--- src/rtl/pid_controller_clamped_integral_assert.svh ---
// Assertion macros for the PID controller RTL.
// Each macro takes a label, the clock, the active-low reset, an antecedent,
// a consequent and a message string.
`ifndef PID_CONTROLLER_CLAMPED_INTEGRAL_ASSERT_SVH
`define PID_CONTROLLER_CLAMPED_INTEGRAL_ASSERT_SVH
`ifndef SYNTHESIS
// Same-cycle implication
`define PIDCI_ASSERT_IMP(lbl, clk, rst_n, ante, cons, msg) \
  lbl: assert property (@(posedge clk) disable iff (!rst_n) (ante) |-> (cons)) \
    else $error(msg);
// Next-cycle implication
`define PIDCI_ASSERT_NXT(lbl, clk, rst_n, ante, cons, msg) \
  lbl: assert property (@(posedge clk) disable iff (!rst_n) (ante) |=> (cons)) \
    else $error(msg);
`else
`define PIDCI_ASSERT_IMP(lbl, clk, rst_n, ante, cons, msg)
`define PIDCI_ASSERT_NXT(lbl, clk, rst_n, ante, cons, msg)
`endif
`endif

--- src/rtl/pidci_pkg.sv ---
`default_nettype none

package pidci_pkg;

  // Field widths
  localparam int unsigned DataW    = 32;  // setpoint, measured, drive (Q16.16)
  localparam int unsigned GainW    = 32;  // Q8.24 gains
  localparam int unsigned LimW     = 31;  // limit and threshold magnitudes
  localparam int unsigned ErrW     = DataW + 1;
  localparam int unsigned IntegW   = 32;
  localparam int unsigned WideW    = ErrW + 1;  // integral pre-clamp, error delta
  localparam int unsigned CfgIdxW  = 3;
  localparam int unsigned CfgDataW = 32;

  // Product and sum widths
  localparam int unsigned FracW   = 24;
  localparam int unsigned PropW   = GainW + ErrW;
  localparam int unsigned IntPW   = GainW + IntegW;
  localparam int unsigned DerPW   = GainW + WideW;
  localparam int unsigned SumW    = DerPW + 2;
  localparam int unsigned ScaledW = SumW - FracW;

  // Register reset values
  localparam logic signed [GainW-1:0] KpReset      = 32'sd8388608;
  localparam logic signed [GainW-1:0] KiReset      = 32'sd16777;
  localparam logic signed [GainW-1:0] KdReset      = 32'sd0;
  localparam logic [LimW-1:0]         IntLimReset  = 31'd454164;
  localparam logic [LimW-1:0]         DbThrReset   = 31'd0;

  localparam logic signed [SumW-1:0]  RoundHalf = SumW'(1) <<< (FracW - 1);
  localparam logic signed [DataW-1:0] DriveMax  = {1'b0, {(DataW-1){1'b1}}};
  localparam logic signed [DataW-1:0] DriveMin  = {1'b1, {(DataW-1){1'b0}}};

  typedef enum logic [CfgIdxW-1:0] {
    CFG_KP        = 3'd0,
    CFG_KI        = 3'd1,
    CFG_KD        = 3'd2,
    CFG_INT_LIMIT = 3'd3,
    CFG_DB_ENABLE = 3'd4,
    CFG_DB_THRESH = 3'd5
  } cfg_idx_t;

  typedef struct packed {
    logic signed [GainW-1:0] kp;
    logic signed [GainW-1:0] ki;
    logic signed [GainW-1:0] kd;
    logic [LimW-1:0]         int_limit;
    logic                    db_enable;
    logic [LimW-1:0]         db_thresh;
  } cfg_t;

  // Per-sample operands handed from the state stage to the multipliers
  typedef struct packed {
    logic signed [ErrW-1:0]   err;
    logic signed [IntegW-1:0] integ;
    logic signed [WideW-1:0]  derr;
    logic                     deadband;
  } terms_t;

endpackage

`default_nettype wire

--- src/rtl/pidci_state.sv ---
`default_nettype none

module pidci_state (
  input  wire logic                               clk,
  input  wire logic                               rst_n,
  input  wire pidci_pkg::cfg_t                    cfg,
  input  wire logic signed [pidci_pkg::DataW-1:0] setpoint,
  input  wire logic signed [pidci_pkg::DataW-1:0] measured,
  input  wire logic                               step,
  output pidci_pkg::terms_t                       terms
);
  import pidci_pkg::*;

  logic signed [IntegW-1:0] integral_sum_r;
  logic signed [ErrW-1:0]   prev_err_r;

  logic signed [ErrW-1:0]   err;
  logic [ErrW-1:0]          mag;
  logic                     deadband;
  logic signed [WideW-1:0]  integ_raw;
  logic signed [WideW-1:0]  lim_pos;
  logic signed [WideW-1:0]  lim_neg;
  logic signed [WideW-1:0]  integ_clamped;
  logic signed [WideW-1:0]  derr;

  // Form the error and its magnitude
  assign err = ErrW'(setpoint) - ErrW'(measured);
  assign mag = err[ErrW-1] ? $unsigned(-err) : $unsigned(err);
  assign deadband = cfg.db_enable && (mag < ErrW'(cfg.db_thresh));

  // Accumulate and clamp to the symmetric limit
  assign integ_raw = WideW'(integral_sum_r) + WideW'(err);
  assign lim_pos   = $signed(WideW'(cfg.int_limit));
  assign lim_neg   = -lim_pos;

  always_comb begin
    integ_clamped = integ_raw;
    if (integ_raw > lim_pos) begin
      integ_clamped = lim_pos;
    end
    if (integ_raw < lim_neg) begin
      integ_clamped = lim_neg;
    end
  end

  assign derr = WideW'(err) - WideW'(prev_err_r);

  assign terms.err      = err;
  assign terms.integ    = integ_clamped[IntegW-1:0];
  assign terms.derr     = derr;
  assign terms.deadband = deadband;

  // Advance the loop state; hold it on a deadband hit
  always_ff @(posedge clk) begin
    if (!rst_n) begin
      integral_sum_r <= '0;
      prev_err_r     <= '0;
    end else if (step && !deadband) begin
      integral_sum_r <= integ_clamped[IntegW-1:0];
      prev_err_r     <= err;
    end
  end

endmodule

`default_nettype wire

--- config.mk ---
export PLATFORM = sky130hd
export DESIGN_NAME = pidci_state
export DESIGN_NICKNAME = d
export VERILOG_FILES = /design/src/rtl/pid_controller_clamped_integral_assert.svh /design/src/rtl/pidci_pkg.sv /design/src/rtl/pidci_state.sv
export SDC_FILE = /design/constraint.sdc
export NUM_CORES = 1
export LEC_CHECK = 0
export ABC_AREA = 0
export BUFFER_PORTS_ARGS = -buffer_cell sky130_fd_sc_hd__buf_4
export CORE_AREA = 3 3 211 213
export DETAILED_ROUTE_END_ITERATION = 16
export DIE_AREA = 0 0 214 216
export PLACE_DENSITY = 0.46
export SYNTH_ARGS = -nofsm -noshare
export SYNTH_HDL_FRONTEND = slang
export SYNTH_SLANG_ARGS = --single-unit
export TNS_END_PERCENT = 1
--- constraint.sdc ---
create_clock -name clk -period 18.4 [get_ports clk]
set_clock_uncertainty 0.15 [all_clocks]
set_input_delay 4.6 -clock clk [delete_from_list [all_inputs] [get_ports clk]]
set_output_delay 4.6 -clock clk [all_outputs]
set_load 0.02 [all_outputs]
Word level (Yosys, flattened, before mapping)

Cells that the tools add are included.

Word-level logic and storage cells: 16
Bits of input ports: 226
Bits in registers: 65

$add $sub $neg: 5
Reduce and logical (&&, ||, !) cells: 3
$lt $le $gt $ge: 3
Multiplexer cells: 3

Operator list:

| kind                                                       | number |
|---|---|
| 32-bit two-way mux                                         | 2 |
| 32-bit by 33-bit adder with 34-bit output                  | 1 |
| 34-bit by 32-bit greater-than comparator with 1-bit output | 1 |
| 34-bit < comparator                                        | 1 |
| 31-bit negator with 34-bit output                          | 1 |
| 33-bit by 33-bit subtractor with 34-bit output             | 1 |
| 33-bit by 31-bit < comparator with 1-bit output            | 1 |
| 33-bit two-way mux                                         | 1 |
| 33-bit negator                                             | 1 |
| 32-bit by 32-bit subtractor with 33-bit output             | 1 |
| 1-bit logical AND                                          | 2 |
| 1-bit logical NOT                                          | 1 |

Longest topological paths before layout

Depth after elaboration: 7
Depth in mapped cells: 33
Gate-level depth less buffers: 30

Worst setup path after synthesis

No wires, ideal clock.

Path kind: in2out
From: input port measured[8] in the netlist's numbering
To: output port terms[56] in the netlist's numbering
Cell stages on the path: 27
Arrival: 12.048 ns
Data required time: 13.650 ns
Slack: 1.602 ns
Path through: inv_1 ha_1 nand2_1 or2_1 clkbuf_1 a311oi_1 nor3_1 nor4b_1 ha_1 and4_1 and3_1 nor4_2 a211oi_1 o31a_1 o32a_1 ha_1 a21o_1 a211oi_1 o31ai_1 a211oi_1 o221ai_1 or3b_2 clkbuf_1 o211ai_1 clkbuf_1 nor2_1 a221oi_1

RTL lines:

| what            | RTL line          | text |
|---|---|---|
| start, declared | pidci_state.sv:8  | `input wire logic signed [pidci_pkg::DataW-1:0] measured,` |
| end, declared   | pidci_state.sv:10 | `output pidci_pkg::terms_t terms` |

==> summary.md <==
| Metric | Value |
|---|---|
| Post-synth top area cell | ha_1 |
| # DRC | 0 |
| Hold-fix buffers at CTS | 0 |
| Multi-input gate area | 10400 um^2 |
| Final Slew Violations | 0 |
| Post-synthesis sequential area ratio | 10.2% |
| Slew @ Worst Pin | 1.11 ns |
| Pwr Density | 158 nW/um^2 |
| Final count of negative-setup-slack endpoints | 0 |
| Synthesis-to-layout area growth | 22.1% |
| Mapped cell area | 12700 um^2 |
| Die Y-Extent | 216 um |
| HPWL Detailed | 41000 um |
| Setup TNS | 0 ns |
| # IOs | 326 |
| Cell area after layout | 15600 um^2 |
| Placed Instances | 2559 |
| Clock transition at path regs | 0.06 ns |
| Main synth FF type | dfxtp_1 |
| Fillers | 4608 |
| DP Area | 15200 um^2 |
| CP Class | in2out |
| Leak pwr | 7.28 nW |
| VDD IR-drop max | 0.112 mV |
| Root Driver | clkbuf_16 |
| Hold/Removal Path Class | reg2reg |
| Most common cell after layout, fill and taps aside | buf_4 |
| YS warnings | 0 |
| Num CTS Buffers | 9 |
| First-pass GRT wire length | 75400 um |
| Routed WL | 49100 um |
| Pre-CTS setup slack | 0.723 ns |
| RSZ-0062 raised after global routing | no |
| Clock H-tree levels | 3 |
| Num Clock Sinks | 65 |
| Critical path required time | 13.65 ns |
| Fin crit share | 96.8% |
| Max-Cap Viols | 0 |
| Net Count, Synth | 2202 |
| Gpl congestion | 0.917 |
| # diodes | 0 |
| CTS Buffer Depth | 2 |
| Yosys reg bits | 65 |
| Detail Route Antenna Nets | 0 |
| Post-Route Utilization | 36.3% |
| Worst Slack Setup Final | 0.583 ns |
| Die area | 46200 um^2 |
| Most frequent cells in the layout | 269 x buf_4, 196 x nand2_1, 196 x ha_1 |
| Share of layout cells above drive strength 1 | 16.7% |
| Post-synth cell types | 86 |
| Core Rows | 76 |
| Synth top area cells | ha_1 19%, dfxtp_1 10%, xnor2_1 6.2% |
| Initial antenna violation count | 0 |
| Drt via density | 5.35 |
| Endpoints failing hold | 0 |
| Critical path capture point type | primary output |
| Skew-Pair Late Insertion Delay | 0.33 ns |
| Post-CTS Setup Repair Bufs | 0 |
| Initial DRC count | 951 |
| Initial Utilization | 29.7% |
| Fmax | 0.0561 GHz |
| EDFF count, synth | 0 |
| CTS tree | done |
| Crit-path max FO | 16 |
| Crit path DAT | 13.07 ns |
| Status | complete, no violations |
| DRT Pass-1 Iters | 5 |
| Gr usage total | 20.3% |
| Storage cell area | 1300 um^2 |
| IO Port Bufs | 229 |
| Synth Instances | 1777 |
| Wire per inst | 19.1 um |
| CTS resizes | 0 |
| Die width | 214 um |
| Share of the synthesized area in the top cell type | 19.2% |
| Largest net degree at the start of global routing | 93 |
| Grt ovf | 0 |
| Core area | 42900 um^2 |
| Non-Filler Instances | 2575 |
| Vias post-DR | 13.8k |
| Vias in the first global route | 13.1k |
| Slew HR | 25.0% |
| # nets final | 2410 |
| Syn avg cell area | 7.17 um^2 |
| Fraction of registers with async set or reset after synthesis | 0% |
| Startpoint Class | primary input |
| Tmin final | 17.82 ns |
layer usage:
| layer | wire (um) | part of all wire, % | GRT usage, % |
|---|---|---|---|
| met1 | 22700 | 46 | 27.5 |
| met2 | 22900 | 47 | 34.4 |
| met3 | 2610 | 5.3 | 3.01 |
| met4 | 906 | 1.8 | 4.04 |
| met5 | 0 | 0 | 0 |
layout make-up:
| class | instances | area share [%] |
|---|---|---|
| Sequential cell | 65 | 8.37 |
| Timing Repair Buffer | 269 | 13.0 |
| Inverter | 186 | 4.49 |
| Tap cell | 585 | 4.71 |
| Clock inverter | 6 | 0.885 |
| Multi-Input combinational cell | 1454 | 67.0 |
| Clock buffer | 10 | 1.54 |
power by group:
group / leakage (nW) / total, mW / internal [mW] / switching (mW)
sequential: 0.536 / 0.188 / 0.171 / 0.0166
combinational: 6.56 / 2.04 / 0.773 / 1.27
clock: 0.183 / 0.221 / 0.151 / 0.0700
total: 7.28 / 2.45 / 1.09 / 1.36
registers in the layout, summed over array words and instances, names as in the netlist:
signal / flops
integral_sum_r: 32
prev_err_r: 33
cells by family after synthesis:
family | count (synthesis) | share of synthesized area [%]
AO/OA/AOI/OAI | 532 | 28.3
XOR/XNOR | 126 | 8.66
adder cells (fa/ha/maj) | 199 | 19.7
buffers and inverters | 258 | 8.11
flip-flops | 65 | 10.2
multiplexers | 44 | 3.50
AND/OR/NAND/NOR | 553 | 21.5
per-stage QoR:
stage | hold WS (ns) | power, mW
detailed placement | 0.300 | 2.23
CTS | 0.311 | 2.47
finish | 0.308 | 2.45
global route | 0.320 | 2.65
global placement | 0.294 | 2.22
floorplan | 0.285 | 1.46
worst max-delay path: stages:
cell      delay (ns)
buf_4           0.11
ha_1            0.49
nand4_1         0.27
o221ai_1        0.45
nand2_1         0.16
a311oi_1        0.76
ha_1            0.39
a21o_1          0.19
a21oi_1         0.13
o22ai_1         0.10
nor4_2          0.57
a211oi_1        0.24
o31a_1          0.29
o32a_1          0.34
ha_1            0.31
a21o_1          0.17
a211oi_1        0.37
o31ai_1         0.13
a211oi_1        0.26
o221ai_1        0.14
or3b_2          0.67
o211ai_1        0.63
buf_4           0.27
a21oi_1         0.07
a311oi_1        0.68
buf_4           0.27
path summary, 6_finish.rpt:
kind,slack (ns),start,depth (start not counted),endpoint
max,0.58,setpoint[12],26,terms[44]
min,0.31,prev_err_r[9],2,prev_err_r[9]
max reg2reg,11.41,integral_sum_r[0],22,integral_sum_r[9]
min reg2reg,0.31,prev_err_r[9],2,prev_err_r[9]
Yosys cell counts, types with 5 or more instances:
| cell | number |
|---|---|
| a21o_1 | 66 |
| inv_1 | 186 |
| a2111oi_0 | 5 |
| nor4_1 | 17 |
| o22ai_1 | 10 |
| o31a_1 | 6 |
| nor2b_1 | 20 |
| xor2_1 | 36 |
| o2111ai_1 | 14 |
| nor2_1 | 84 |
| o221ai_1 | 13 |
| nand3_1 | 57 |
| or2_2 | 8 |
| o21a_1 | 23 |
| mux2i_1 | 43 |
| a31o_1 | 8 |
| nor3_1 | 47 |
| a211o_1 | 8 |
| clkbuf_1 | 58 |
| nand2_1 | 196 |
| buf_6 | 7 |
| nand4_1 | 30 |
| o21ai_0 | 68 |
| and2_1 | 10 |
| or3_1 | 16 |
| a31o_2 | 14 |
| a311oi_1 | 9 |
| nand2b_1 | 6 |
| a21oi_1 | 143 |
| o21bai_1 | 11 |
| o211ai_1 | 14 |
| a31oi_1 | 36 |
| and4_1 | 5 |
| and3_1 | 23 |
| dfxtp_1 | 65 |
| a21boi_0 | 5 |
| xnor2_1 | 90 |
| a211oi_1 | 25 |
| ha_1 | 196 |
| o31ai_1 | 6 |
Note: power is estimated with default switching activity, not from simulation.
